File: src/rtl/core/hv_contactor_precharge_sequencer_macros.svh
// assertion macros shared by the contactor sequencer rtl
`ifndef HV_CONTACTOR_PRECHARGE_SEQUENCER_MACROS_SVH
`define HV_CONTACTOR_PRECHARGE_SEQUENCER_MACROS_SVH

// same-cycle implication, checked outside reset
`define HVCS_ASSERT_NOW(label, clk, rst_n, ante, cons) \
	label: assert property (@(posedge clk) disable iff (!rst_n) (ante) |-> (cons)) \
		else $error("hvcs check failed: same-cycle rule");

// next-cycle implication, checked outside reset
`define HVCS_ASSERT_NEXT(label, clk, rst_n, ante, cons) \
	label: assert property (@(posedge clk) disable iff (!rst_n) (ante) |=> (cons)) \
		else $error("hvcs check failed: next-cycle rule");

`endif

File: src/rtl/core/hvcs_pkg.sv
// types, codes and reset values of the contactor sequencer
package hvcs_pkg;

	localparam int TIME_WIDTH_DEF = 32;
	localparam int VOLT_WIDTH_DEF = 14;
	localparam int APB_ADDR_W     = 5;
	localparam int APB_DATA_W     = 32;

	// pack voltage above which the ratio gate applies (50.0 V in 0.1 V units)
	localparam int PACK_LOW_DV = 500;

	typedef enum logic [2:0] {
		ST_OPEN   = 3'd0,
		ST_PRE    = 3'd1,
		ST_MAIN   = 3'd2,
		ST_CLOSED = 3'd3,
		ST_FAULT  = 3'd4
	} seq_state_t;

	typedef enum logic [2:0] {
		CAUSE_NONE    = 3'd0,
		CAUSE_LOST    = 3'd1,
		CAUSE_UNDER   = 3'd2,
		CAUSE_OVER    = 3'd3,
		CAUSE_TIMEOUT = 3'd4,
		CAUSE_TRIP    = 3'd5
	} cause_t;

	localparam logic [1:0] CMD_TICK    = 2'd0;
	localparam logic [1:0] CMD_DEADMAN = 2'd1;
	localparam logic [1:0] CMD_TRIP    = 2'd2;

	localparam logic [2:0] REG_MODE        = 3'd0;
	localparam logic [2:0] REG_CELL_UNDER  = 3'd1;
	localparam logic [2:0] REG_CELL_OVER   = 3'd2;
	localparam logic [2:0] REG_GATE_MIN    = 3'd3;
	localparam logic [2:0] REG_PRE_LIMIT   = 3'd4;
	localparam logic [2:0] REG_OVERLAP     = 3'd5;
	localparam logic [2:0] REG_GATE_RATIO  = 3'd6;
	localparam logic [2:0] REG_GATE_MINBUS = 3'd7;

	typedef struct packed {
		logic [1:0]  mode;
		logic [15:0] cell_under_mv;
		logic [15:0] cell_over_mv;
		logic [15:0] gate_min_ms;
		logic [15:0] precharge_limit_ms;
		logic [15:0] overlap_ms;
		logic [7:0]  gate_ratio;
		logic [13:0] gate_min_bus_dv;
	} hvcs_cfg_t;

	localparam hvcs_cfg_t CFG_RESET = '{
		mode:               2'd0,
		cell_under_mv:      16'd3000,
		cell_over_mv:       16'd4200,
		gate_min_ms:        16'd500,
		precharge_limit_ms: 16'd5000,
		overlap_ms:         16'd100,
		gate_ratio:         8'd230,
		gate_min_bus_dv:    14'd500
	};

	typedef struct packed {
		seq_state_t seq_state;
		logic       drive_precharge;
		logic       drive_main_pos;
		logic       drive_main_neg;
		logic       deadman_now;
		cause_t     fault_cause;
	} hvcs_res_t;

endpackage

File: src/rtl/core/hvcs_step.sv
// sequencer state registers and the next-state logic for one word
module hvcs_step #(
	parameter int TIME_WIDTH = hvcs_pkg::TIME_WIDTH_DEF,
	parameter int VOLT_WIDTH = hvcs_pkg::VOLT_WIDTH_DEF
) (
	input  logic                  clk,
	input  logic                  arst_n,
	input  hvcs_pkg::hvcs_cfg_t   cfg,
	input  logic                  fire,
	input  logic [1:0]            command,
	input  logic                  deadman_on,
	input  logic [TIME_WIDTH-1:0] now_ms,
	input  logic                  pack_stable,
	input  logic [15:0]           min_cell_mv,
	input  logic [15:0]           max_cell_mv,
	input  logic [VOLT_WIDTH-1:0] pack_dv,
	input  logic [VOLT_WIDTH-1:0] bus_dv,
	output hvcs_pkg::hvcs_res_t   res
);
	import hvcs_pkg::*;

	localparam int PROD_W = VOLT_WIDTH + 8;

	typedef struct packed {
		seq_state_t            fsm;
		logic [TIME_WIDTH-1:0] entry;
		cause_t                code;
	} ctx_t;

	// entry time and cause change only on a real state change
	function automatic ctx_t go_to(ctx_t c, seq_state_t nxt, cause_t why,
			logic [TIME_WIDTH-1:0] now);
		ctx_t r;
		r = c;
		if (nxt != c.fsm) begin
			r.fsm   = nxt;
			r.entry = now;
			if (nxt == ST_FAULT) begin
				r.code = why;
			end else if (nxt == ST_OPEN) begin
				r.code = CAUSE_NONE;
			end
		end
		return r;
	endfunction

	ctx_t                  cur_q;
	logic                  deadman_q;
	logic                  saw_stable_q;

	ctx_t                  nxt;
	logic                  deadman_n;
	logic                  saw_stable_n;
	logic [TIME_WIDTH-1:0] elapsed;
	logic [PROD_W-1:0]     bus_scaled;
	logic [PROD_W-1:0]     pack_scaled;
	logic                  ratio_ok;
	logic                  gate_ok;
	logic                  live;

	// gate comparison, independent of state
	always_comb begin
		bus_scaled  = {bus_dv, 8'd0};
		pack_scaled = PROD_W'(pack_dv) * PROD_W'(cfg.gate_ratio);
		if (16'(pack_dv) > 16'(PACK_LOW_DV)) begin
			ratio_ok = bus_scaled >= pack_scaled;
		end else begin
			ratio_ok = 16'(bus_dv) >= 16'(cfg.gate_min_bus_dv);
		end
	end

	always_comb begin
		nxt          = cur_q;
		deadman_n    = deadman_q;
		saw_stable_n = saw_stable_q;
		elapsed      = '0;
		gate_ok      = 1'b0;
		live         = 1'b0;
		unique case (command)
			CMD_TICK: begin
				if (!deadman_q && nxt.fsm != ST_OPEN && nxt.fsm != ST_FAULT) begin
					nxt = go_to(nxt, ST_OPEN, CAUSE_NONE, now_ms);
				end
				live = nxt.fsm != ST_OPEN && nxt.fsm != ST_FAULT;
				if (live) begin
					if (!pack_stable) begin
						if (saw_stable_q) begin
							nxt = go_to(nxt, ST_FAULT, CAUSE_LOST, now_ms);
						end
					end else begin
						saw_stable_n = 1'b1;
						if (min_cell_mv != 16'd0 && min_cell_mv < cfg.cell_under_mv) begin
							nxt = go_to(nxt, ST_FAULT, CAUSE_UNDER, now_ms);
						end else if (max_cell_mv > cfg.cell_over_mv) begin
							nxt = go_to(nxt, ST_FAULT, CAUSE_OVER, now_ms);
						end
					end
				end
				elapsed = now_ms - nxt.entry;
				gate_ok = cfg.mode[0] && ratio_ok
					&& elapsed >= TIME_WIDTH'(cfg.gate_min_ms);
				unique case (nxt.fsm)
					ST_OPEN: begin
						if (deadman_q) begin
							nxt = go_to(nxt, ST_PRE, CAUSE_NONE, now_ms);
						end
					end
					ST_PRE: begin
						if (!deadman_q) begin
							nxt = go_to(nxt, ST_OPEN, CAUSE_NONE, now_ms);
						end else if (gate_ok) begin
							nxt = go_to(nxt, ST_MAIN, CAUSE_NONE, now_ms);
						end else if (elapsed >= TIME_WIDTH'(cfg.precharge_limit_ms)) begin
							if (cfg.mode[0]) begin
								nxt = go_to(nxt, ST_FAULT, CAUSE_TIMEOUT, now_ms);
							end else begin
								nxt = go_to(nxt, ST_MAIN, CAUSE_NONE, now_ms);
							end
						end
					end
					ST_MAIN: begin
						if (!deadman_q) begin
							nxt = go_to(nxt, ST_OPEN, CAUSE_NONE, now_ms);
						end else if (elapsed >= TIME_WIDTH'(cfg.overlap_ms)) begin
							nxt = go_to(nxt, ST_CLOSED, CAUSE_NONE, now_ms);
						end
					end
					ST_CLOSED: begin
						if (!deadman_q) begin
							nxt = go_to(nxt, ST_OPEN, CAUSE_NONE, now_ms);
						end
					end
					default: ;
				endcase
			end
			CMD_DEADMAN: begin
				deadman_n = deadman_on;
				if (!deadman_on) begin
					nxt = go_to(nxt, ST_OPEN, CAUSE_NONE, now_ms);
				end
			end
			CMD_TRIP: begin
				nxt = go_to(nxt, ST_FAULT, CAUSE_TRIP, now_ms);
			end
			default: ;
		endcase
	end

	always_comb begin
		res.seq_state       = nxt.fsm;
		res.drive_precharge = cfg.mode[1] && (nxt.fsm == ST_PRE || nxt.fsm == ST_MAIN);
		res.drive_main_pos  = cfg.mode[1] && (nxt.fsm == ST_MAIN || nxt.fsm == ST_CLOSED);
		res.drive_main_neg  = res.drive_main_pos;
		res.deadman_now     = deadman_n;
		res.fault_cause     = nxt.code;
	end

	always_ff @(posedge clk or negedge arst_n) begin
		if (!arst_n) begin
			cur_q.fsm    <= ST_OPEN;
			cur_q.entry  <= '0;
			cur_q.code   <= CAUSE_NONE;
			deadman_q    <= 1'b0;
			saw_stable_q <= 1'b0;
		end else if (fire) begin
			cur_q        <= nxt;
			deadman_q    <= deadman_n;
			saw_stable_q <= saw_stable_n;
		end
	end

endmodule

File: src/rtl/core/hv_contactor_precharge_sequencer.sv
// high-voltage contactor precharge sequencer, top level
// input words are registered in s1; their result words are registered onto m_tdata
// one word per cycle unless m_tready stalls; each word sees the state the previous one left
// the whole state update is one pass of compare logic between s1 register and result register
// reset (arst_n low, asynchronous): state open, dead-man off, no fault, entry time 0,
// registers back to their default values, both stream sides empty
`include "hv_contactor_precharge_sequencer_macros.svh"

module hv_contactor_precharge_sequencer #(
	parameter int TIME_WIDTH = hvcs_pkg::TIME_WIDTH_DEF,
	parameter int VOLT_WIDTH = hvcs_pkg::VOLT_WIDTH_DEF,
	parameter int IN_BITS    = 2 + TIME_WIDTH + 32 + 2 * VOLT_WIDTH,
	parameter int IN_DATA_W  = ((IN_BITS + 7) / 8) * 8
) (
	input  logic                              clk,
	input  logic                              arst_n,
	// input stream
	input  logic                              s_tvalid,
	output logic                              s_tready,
	// deadman_on, now_ms, pack_stable, min_cell_mv, max_cell_mv, pack_dv, bus_dv
	input  logic [IN_DATA_W-1:0]              s_tdata,
	// command
	input  logic [1:0]                        s_tuser,
	// result stream
	output logic                              m_tvalid,
	input  logic                              m_tready,
	// seq_state, drive_precharge, drive_main_pos, drive_main_neg, deadman_now,
	// fault_cause, zero fill
	output logic [15:0]                       m_tdata,
	// register port
	input  logic                              psel,
	input  logic                              penable,
	input  logic                              pwrite,
	input  logic [hvcs_pkg::APB_ADDR_W-1:0]   paddr,
	input  logic [hvcs_pkg::APB_DATA_W-1:0]   pwdata,
	output logic [hvcs_pkg::APB_DATA_W-1:0]   prdata,
	output logic                              pready
);
	import hvcs_pkg::*;

	// field offsets inside s_tdata
	localparam int OFS_NOW    = 1;
	localparam int OFS_STABLE = OFS_NOW + TIME_WIDTH;
	localparam int OFS_MIN    = OFS_STABLE + 1;
	localparam int OFS_MAX    = OFS_MIN + 16;
	localparam int OFS_PACK   = OFS_MAX + 16;
	localparam int OFS_BUS    = OFS_PACK + VOLT_WIDTH;

	// ---------------- register file ----------------
	hvcs_cfg_t  cfg_q;
	logic       reg_wr;
	logic [2:0] reg_idx;

	assign pready  = 1'b1;
	assign reg_idx = paddr[4:2];
	assign reg_wr  = psel && penable && pwrite && pready;

	always_ff @(posedge clk or negedge arst_n) begin
		if (!arst_n) begin
			cfg_q <= CFG_RESET;
		end else if (reg_wr) begin
			unique case (reg_idx)
				REG_MODE:        cfg_q.mode               <= pwdata[1:0];
				REG_CELL_UNDER:  cfg_q.cell_under_mv      <= pwdata[15:0];
				REG_CELL_OVER:   cfg_q.cell_over_mv       <= pwdata[15:0];
				REG_GATE_MIN:    cfg_q.gate_min_ms        <= pwdata[15:0];
				REG_PRE_LIMIT:   cfg_q.precharge_limit_ms <= pwdata[15:0];
				REG_OVERLAP:     cfg_q.overlap_ms         <= pwdata[15:0];
				REG_GATE_RATIO:  cfg_q.gate_ratio         <= pwdata[7:0];
				REG_GATE_MINBUS: cfg_q.gate_min_bus_dv    <= pwdata[13:0];
				default: ;
			endcase
		end
	end

	// read mux, zero extended
	always_comb begin
		unique case (reg_idx)
			REG_MODE:        prdata = APB_DATA_W'(cfg_q.mode);
			REG_CELL_UNDER:  prdata = APB_DATA_W'(cfg_q.cell_under_mv);
			REG_CELL_OVER:   prdata = APB_DATA_W'(cfg_q.cell_over_mv);
			REG_GATE_MIN:    prdata = APB_DATA_W'(cfg_q.gate_min_ms);
			REG_PRE_LIMIT:   prdata = APB_DATA_W'(cfg_q.precharge_limit_ms);
			REG_OVERLAP:     prdata = APB_DATA_W'(cfg_q.overlap_ms);
			REG_GATE_RATIO:  prdata = APB_DATA_W'(cfg_q.gate_ratio);
			REG_GATE_MINBUS: prdata = APB_DATA_W'(cfg_q.gate_min_bus_dv);
			default:         prdata = '0;
		endcase
	end

	// ---------------- input register (s1) ----------------
	logic                  valid_s1;
	logic [1:0]            command_s1;
	logic                  deadman_on_s1;
	logic [TIME_WIDTH-1:0] now_ms_s1;
	logic                  pack_stable_s1;
	logic [15:0]           min_cell_mv_s1;
	logic [15:0]           max_cell_mv_s1;
	logic [VOLT_WIDTH-1:0] pack_dv_s1;
	logic [VOLT_WIDTH-1:0] bus_dv_s1;

	logic                  out_valid_q;
	hvcs_res_t             out_res_q;
	hvcs_res_t             step_res;
	logic                  advance;
	logic                  fire;

	// result register free or being drained this cycle
	assign advance  = !out_valid_q || m_tready;
	// s1 empties whenever it can move forward, so a new word fits every cycle that advance is high
	assign s_tready = !valid_s1 || advance;
	assign fire     = valid_s1 && advance;

	always_ff @(posedge clk or negedge arst_n) begin
		if (!arst_n) begin
			valid_s1 <= 1'b0;
		end else if (s_tready) begin
			valid_s1 <= s_tvalid;
		end
	end

	// payload, no reset needed
	always_ff @(posedge clk) begin
		if (s_tvalid && s_tready) begin
			command_s1     <= s_tuser;
			deadman_on_s1  <= s_tdata[0];
			now_ms_s1      <= s_tdata[OFS_NOW +: TIME_WIDTH];
			pack_stable_s1 <= s_tdata[OFS_STABLE];
			min_cell_mv_s1 <= s_tdata[OFS_MIN +: 16];
			max_cell_mv_s1 <= s_tdata[OFS_MAX +: 16];
			pack_dv_s1     <= s_tdata[OFS_PACK +: VOLT_WIDTH];
			bus_dv_s1      <= s_tdata[OFS_BUS +: VOLT_WIDTH];
		end
	end

	// ---------------- sequencer state and next-state logic ----------------
	hvcs_step #(
		.TIME_WIDTH (TIME_WIDTH),
		.VOLT_WIDTH (VOLT_WIDTH)
	) u_step (
		.clk         (clk),
		.arst_n      (arst_n),
		.cfg         (cfg_q),
		.fire        (fire),
		.command     (command_s1),
		.deadman_on  (deadman_on_s1),
		.now_ms      (now_ms_s1),
		.pack_stable (pack_stable_s1),
		.min_cell_mv (min_cell_mv_s1),
		.max_cell_mv (max_cell_mv_s1),
		.pack_dv     (pack_dv_s1),
		.bus_dv      (bus_dv_s1),
		.res         (step_res)
	);

	// ---------------- result register ----------------
	always_ff @(posedge clk or negedge arst_n) begin
		if (!arst_n) begin
			out_valid_q <= 1'b0;
		end else if (advance) begin
			out_valid_q <= valid_s1;
		end
	end

	always_ff @(posedge clk) begin
		if (fire) begin
			out_res_q <= step_res;
		end
	end

	assign m_tvalid = out_valid_q;
	assign m_tdata  = {6'd0, out_res_q.fault_cause, out_res_q.deadman_now,
		out_res_q.drive_main_neg, out_res_q.drive_main_pos,
		out_res_q.drive_precharge, out_res_q.seq_state};

	// ---------------- checks ----------------
	// a cause is reported only together with the fault state
	`HVCS_ASSERT_NOW(a_cause_only_in_fault, clk, arst_n,
		out_valid_q && out_res_q.fault_cause != CAUSE_NONE, out_res_q.seq_state == ST_FAULT)
	// precharge and mains are on together only during the overlap state
	`HVCS_ASSERT_NOW(a_overlap_only_in_main, clk, arst_n,
		out_valid_q && out_res_q.drive_precharge && out_res_q.drive_main_pos,
		out_res_q.seq_state == ST_MAIN)
	// a word leaving s1 shows up as a valid result next cycle
	`HVCS_ASSERT_NEXT(a_fire_gives_result, clk, arst_n, fire, out_valid_q)
	// an empty result register never holds off the input side
	`HVCS_ASSERT_NOW(a_ready_when_drained, clk, arst_n, !out_valid_q, s_tready)

endmodule

File: config.mk
export PLATFORM = sky130hd
export DESIGN_NAME = hv_contactor_precharge_sequencer
export DESIGN_NICKNAME = d
export VERILOG_FILES = /design/src/rtl/core/hvcs_pkg.sv /design/src/rtl/core/hvcs_step.sv /design/src/rtl/core/hv_contactor_precharge_sequencer.sv
export VERILOG_INCLUDE_DIRS = /design/src /design/src/rtl/core
export SDC_FILE = /design/constraint.sdc
export NUM_CORES = 1
export LEC_CHECK = 0
export BUFFER_PORTS_ARGS = -buffer_cell sky130_fd_sc_hd__buf_2
export CAP_MARGIN = 20
export CORE_ASPECT_RATIO = 1.75
export CORE_UTILIZATION = 45
export CTS_CLUSTER_DIAMETER = 50
export DETAILED_ROUTE_END_ITERATION = 12
export HOLD_SLACK_MARGIN = 0.15
export SLEW_MARGIN = 25
export SYNTH_ARGS = -nofsm -noshare
export SYNTH_HDL_FRONTEND = slang
export SYNTH_SLANG_ARGS = --single-unit
File: constraint.sdc
create_clock -name clk -period 10.1 [get_ports clk]
set_input_delay 2.02 -clock clk [delete_from_list [all_inputs] [get_ports clk]]
set_output_delay 2.02 -clock clk [all_outputs]
set_load 0.005 [all_outputs]
After elaboration in Yosys (flattened, before gate mapping):

Cells that the tools add are included.

* $add $sub $neg: 1
* multiply operators: 1
* order comparisons: 8
* equal/unequal tests: 25
* muxes and demuxes: 32
* reductions and logical operators: 37

Operator list (number)
* two-way mux 38 bit: 24
* case mux 32 bit (8 select lines): 1
* case mux 38 bit (4 select lines): 1
* case mux 38 bit (3 select lines): 1
* two-way mux 35 bit: 3
* greater-or-equal comparator 32 x 16 -> 1 bit: 3
* subtractor 32 bit: 1
* greater-or-equal comparator 22 bit: 1
* multiplier 14 x 8 -> 22 bit: 1
* == test 3 x 2 -> 1 bit, second input constant: 6
* greater-than comparator 16 bit: 1
* < comparator 16 bit: 1
* AND reduction 2 bit: 8
* nonzero test 16 bit: 1
* greater-or-equal comparator 14 bit: 1
* greater-than comparator 14 x 9 -> 1 bit, second input constant: 1
* == test 3 bit, second input constant: 4
* logical AND 1 bit: 12
* nonzero test 3 bit: 4
* == test 3 x 1 -> 1 bit, second input constant: 3
* != test 3 bit, first input constant: 3
* AND reduction 4 bit: 2
* zero test 3 bit: 2
* != test 2 x 3 -> 1 bit, first input constant: 2
* other kinds (10): 17

* flip-flop bits (word level): 251
* input bits: 142
* logic and storage cells: 132

Logic depth before layout (Yosys ltp):

* depth in word-level cells: 23
* mapped depth: 35

By module:

Synthesis repeated with hierarchy kept, for this count alone.

* cells, all modules: 2305
* area total of the unflattened synthesis: 21738.3 um^2

Modules (own cells, without submodules)
* hvcs_step: instances 1, cells each 1821, area each 13364.1 um^2, seq. area each 1001.0 um^2
* hv_contactor_precharge_sequencer: instances 1, cells each 484, area each 8374.3 um^2, seq. area each 5880.6 um^2

Worst setup path after synthesis:

No wires, ideal clock.

* kind: reg2reg
* start: register cfg_q[21] (netlist name)
* end: register u_step.cur_q[22] (netlist name)
* library setup time: 0.124 ns
* data arrival time: 7.352 ns
* setup slack: 2.624 ns
* stages on the path, launching flop included: 29
* path buffers: 2
* clock period less this slack: 7.476 ns
* cell sequence: dfstp_2 clkbuf_1 nand2_1 fa_1 fa_1 inv_1 fa_1 fa_1 ha_1 a21boi_0 o21ai_0 a21boi_0 o21ai_0 a21oi_1 nand2b_1 ha_1 or4b_2 a2111oi_0 o211ai_1 a21boi_0 o21a_1 o21ai_0 a22oi_1 o41ai_4 and2_1 a211oi_2 clkbuf_1 nor3_1 a211o_1

* cells in the longest elaborated chain, start to end: 9

Ends and longest elaborated chain
* from (decl): RTL line hv_contactor_precharge_sequencer.sv:50 `hvcs_cfg_t cfg_q;`
* multiplier 14 x 8 -> 22 bit: RTL line hvcs_step.sv:64 `pack_scaled = PROD_W'(pack_dv) * PROD_W'(cfg.gate_ratio);`
* greater-or-equal comparator 22 bit: RTL line hvcs_step.sv:66 `ratio_ok = bus_scaled >= pack_scaled;`
* two-way mux 1 bit: RTL line hvcs_step.sv:65 `if (16'(pack_dv) > 16'(PACK_LOW_DV)) begin`
* logical AND 1 bit: RTL line hvcs_step.sv:100 `gate_ok = cfg.mode[0] && ratio_ok`
* logical AND 1 bit: RTL line hvcs_step.sv:101 `&& elapsed >= TIME_WIDTH'(cfg.gate_min_ms);`
* two-way mux 38 bit: RTL line hvcs_step.sv:111 `end else if (gate_ok) begin`
* two-way mux 38 bit: RTL line hvcs_step.sv:109 `if (!deadman_q) begin`
* case mux 38 bit (4 select lines): RTL line hvcs_step.sv:102 `unique case (nxt.fsm)`
* case mux 38 bit (3 select lines): RTL line hvcs_step.sv:79 `unique case (command)`
* to (signal assigned): RTL line hvcs_step.sv:166 `cur_q <= nxt;`
* to (decl): RTL line hvcs_step.sv:47 `ctx_t cur_q;`

Every way passes these cells.
A chain may end at the register's enable or synchronous reset.

Final worst setup path:

* start: register cfg_q[76] (netlist name)
* end: register u_step.cur_q[21] (netlist name)

* cells in the longest elaborated chain, start to end: 14
* elaborated cells on any way between the ends: 35
* classes of those cells: add/sub (1); order compare (4); eq/ne (7); mux (20); reduce/logical (3)

Ends and longest elaborated chain
* greater-than comparator 16 bit (*): RTL line hvcs_step.sv:94 `end else if (max_cell_mv > cfg.cell_over_mv) begin`
* two-way mux 38 bit (*): RTL line hvcs_step.sv:94
* two-way mux 38 bit (*): RTL line hvcs_step.sv:92 `if (min_cell_mv != 16'd0 && min_cell_mv < cfg.cell_under_mv) begin`
* two-way mux 38 bit (*): RTL line hvcs_step.sv:86 `if (!pack_stable) begin`
* two-way mux 38 bit (*): RTL line hvcs_step.sv:85 `if (live) begin`
* two-way mux 38 bit (*): RTL line hvcs_step.sv:79
* parallel branches: the longest is 6 deep, another holds subtractor 32 bit
* case mux 38 bit (4 select lines) (*): RTL line hvcs_step.sv:102
* case mux 38 bit (3 select lines) (*): RTL line hvcs_step.sv:79

Every way passes the cells marked *. The select of a mux whose other input is x is not followed.

==> out/metrics.cfg <==
[floorplanning]
core_um2 = 44410
die_h_um = 283.3
die_area_um2 = 46100
num_rows = 102
io-pin-count = 193
start_util_pct = 45.81
die_x_um = 162.7

[detailed_routing]
drt_first_pass_iters = 5
drt_iter0_drc = 1102
vias = 17170
antenna_left = 0
highest_layer = met4
wl_per_cell_um = 21.64
drc = 0
wl_met1_mm = 22.39
wl_met2_mm = 34.02
via_per_inst = 5.894
route.met3.wl_mm = 2.533
routed_wl_mm = 63.04

[cts]
cts-htree-levels = 1
clock_latency_ps = 600
cts.repair.resized = 0
clockBufferDepth = 3
cts_inserted_buffers = 31
cts-root-buf = clkbuf_16
post_cts_buffers = 0
path_clk_slew_ps = 60
cts.sinks = 251
holdBufCountCts = 0
cts_tree = built

[synthesis]
synth-seq-cells = 251
post-synth-top-area-cell = edfxtp_1
ys_seq_area_share_pct = 33.68
yosysUniqueCellTypes = 90
ys_warn_count = 0
synth-main-ff-cell = dfrtp_1
synth.avg_cell_area_um2 = 9.226
synthCells = 2205
syn_area_um2 = 20340
async_flop_share_pct = 58.17
yosys.area.top_type_share_pct = 15.50
synth_area_leaders = edfxtp_1 15%, dfrtp_1 14%, ha_1 11%, fa_1 7.2%, dfstp_2 4.6%
synth_edf_count = 105

[worst_setup_path]
timing.rr.start = cfg_q[76]$_DFFE_PN1P_
required_ps = 10620
crit_end = u_step.cur_q[21]$_DFFE_PN0P_
crit_type = flip-flop to flip-flop
critical-path-slowest-cell = a221oi_4
max_stage_delay_ps = 840
crit_cells = 33
cp-end-kind = flip-flop
cp-startpoint = cfg_q[76]$_DFFE_PN1P_
rr_endpoint = u_step.cur_q[21]$_DFFE_PN0P_
worstPathMaxFanout = 18
arrival_ps = 9350
reg2reg_slack_ps = 1270
rr_worst_depth = 33
path_buf_inv = 5
cp_top_family = compound AO/OA/AOI/OAI gates
start_kind = flip-flop

[pwr]
irDropWorstVdd_mv = 0.1909
powerDensity_nw_per_um2 = 275.6
p_total_uw = 6217
p_leak_uw = 0.01008

[global_routing]
grt_pass1_wl_mm = 97.32
grt_max_degree = 66
overflow = 0
grt_pass1_vias = 17500
grt_use_total_pct = 27.36
antenna_found_initial = 1

[cells_and_area]
synthToLayoutAreaGrowth_pct = 10.89
finalNetCount = 2711
register_area_um2 = 6852
multi_input_area_um2 = 12200
fillers = 4185
drive_gt1_share_pct = 15.38
diodes = 0

[timing]
hold_violations = 0
rsz0062_at_grt = no
fin_crit_ps = 8833
drv_slew = 0
tightestPinTransition_ps = 1028
fmax_mhz = 113.2
max-slew-margin-rel_pct = 31.15
period_share_pct = 87.45
final-setup-viol-count = 0
fin_tns_setup_ps = 0
skew_ps = 14.56

[placement]
routabilityCongestion = 0.9285
portBuffers = 149
hpwl_mm = 48.45

[outcome]
status = completed

[job]
drv_cap = 0

[hold_path]
hold_class = flip-flop to flip-flop

## report_power, final
| group | switching (µW) | internal (µW) | leakage [µW] | total, µW |
|---|---|---|---|---|
| clock network | 495 | 600 | 0.000485 | 1100 |
| registers | 199 | 1290 | 0.00271 | 1490 |
| logic | 2120 | 1510 | 0.00688 | 3630 |
## layer usage
| metal | vias to the layer above | GRT usage, % |
|---|---|---|
| met3 | 178 | 2.459 |
| li1 | 8021 | - |
| met2 | 579 | 51.31 |
| met5 | - | 0 |
| met4 | 0 | 16.68 |
| met1 | 8392 | 28.88 |
## worst reg2reg max path, delay by kind of cell (launching register included)
kind	cells	cell delay, ps
AO/OA/AOI/OAI	14	3610
AND/OR/NAND/NOR	9	1770
buffers and inverters	5	1050
adder cells (fa/ha/maj)	3	1050
flip-flops	1	530
multiplexers	1	490
XOR/XNOR	1	240
## synthesized netlist by cell type, types with 19 or more instances
library cell and number:
xnor2_1 25, clkbuf_1 77, dfstp_2 36, o211ai_1 20, fa_1 73, a22o_1 20
buf_4 24, dfrtp_1 110, nor2_1 107, inv_1 223, nand2b_1 28, edfxtp_1 105
nor3_1 40, mux2i_1 23, a211o_1 20, a211oi_1 27, o22ai_1 19, mux2_2 28
nand3_1 39, nand2_1 240, o21ai_0 178, a21oi_1 99, and2_1 83, a22oi_1 57
a21o_1 37, ha_1 180, nor2b_1 29
## stage by stage
step | setup slack, ps | util, % | instances | hold slack (ps) | cell area, µm²
6_report | 1267 | 50.79 | 2913 | 500.4 | 22560
3_3_place_gp | 1422 | 48.53 | 2855 | 469.9 | 21550
2_1_floorplan | 2624 | - | 2226 | 457.2 | 20420
3_5_place_dp | 1296 | 48.54 | 2855 | 486.1 | 21560
5_1_grt | 786.9 | 50.79 | 2913 | 536.0 | 22560
4_1_cts | 1241 | 50.77 | 2913 | 505.3 | 22550
## cell type report
type,count,area share (%)
Clock buffer,40,3.722
Tap cell,572,3.172
Clock inverter,18,0.6822
Inverter,223,3.710
Timing Repair Buffer,177,4.265
Multi-Input combinational cell,1632,54.08
Sequential cell,251,30.37
## worst min-delay path by stage
stage                     cells after the start            startpoint              endpoint  slack (ps)
after floorplan                               1  valid_s1$_DFFE_PN0N_  m_tvalid$_DFFE_PN0P_         460
after global placement                        1  valid_s1$_DFFE_PN0N_  m_tvalid$_DFFE_PN0P_         470
after detailed placement                      1  valid_s1$_DFFE_PN0N_  m_tvalid$_DFFE_PN0P_         490
after CTS                                     1  valid_s1$_DFFE_PN0N_  m_tvalid$_DFFE_PN0P_         510
after global routing                          1  valid_s1$_DFFE_PN0N_  m_tvalid$_DFFE_PN0P_         540
final                                         1  valid_s1$_DFFE_PN0N_  m_tvalid$_DFFE_PN0P_         500
## registers in the layout, indices dropped and copies added (netlist names)
register             cells
cfg_q                  104
u_step.cur_q            38
now_ms_s1               32
max_cell_mv_s1          16
min_cell_mv_s1          16
bus_dv_s1               14
pack_dv_s1              14
m_tdata                  9
command_s1               2
deadman_on_s1            1
m_tvalid                 1
pack_stable_s1           1
u_step.deadman_q         1
u_step.saw_stable_q      1
valid_s1                 1
## cells in the final DEF (no fill, tap or decap), types with 13 or more instances in the layout
master and n:
fa_1 73, conb_1 23, ha_1 180, a31oi_1 13, nor2_1 105, buf_2 148
nand2b_1 27, a221oi_1 15, mux2_2 28, o211ai_1 20, xor2_1 13, dfstp_2 36
and2_1 82, inv_1 223, a211o_1 20, edfxtp_1 105, nor3_1 39, clkbuf_16 31
mux2i_1 23, nand2_1 240, buf_4 28, o21ai_0 177, nor2b_1 28, a21oi_1 99
a22o_1 20, xnor2_1 25, dfrtp_1 110, a21o_1 37, a211oi_1 27, and3_1 15
nand3_1 39, nand4_1 13, a22oi_1 57, o22ai_1 19
## cell families (layout without fill, tap and decap cells)
group	count (synthesis)	in the layout	synth area share, %
simple gates	633	633	15.22
xor+xnor	38	38	1.636
flops	251	251	33.68
other cells	2	23	0.03692
fa+ha+maj	255	255	18.35
mux	54	54	3.014
buf+inv	343	458	6.876
compound gates	629	629	21.19
(Power assumes the default switching activity.)
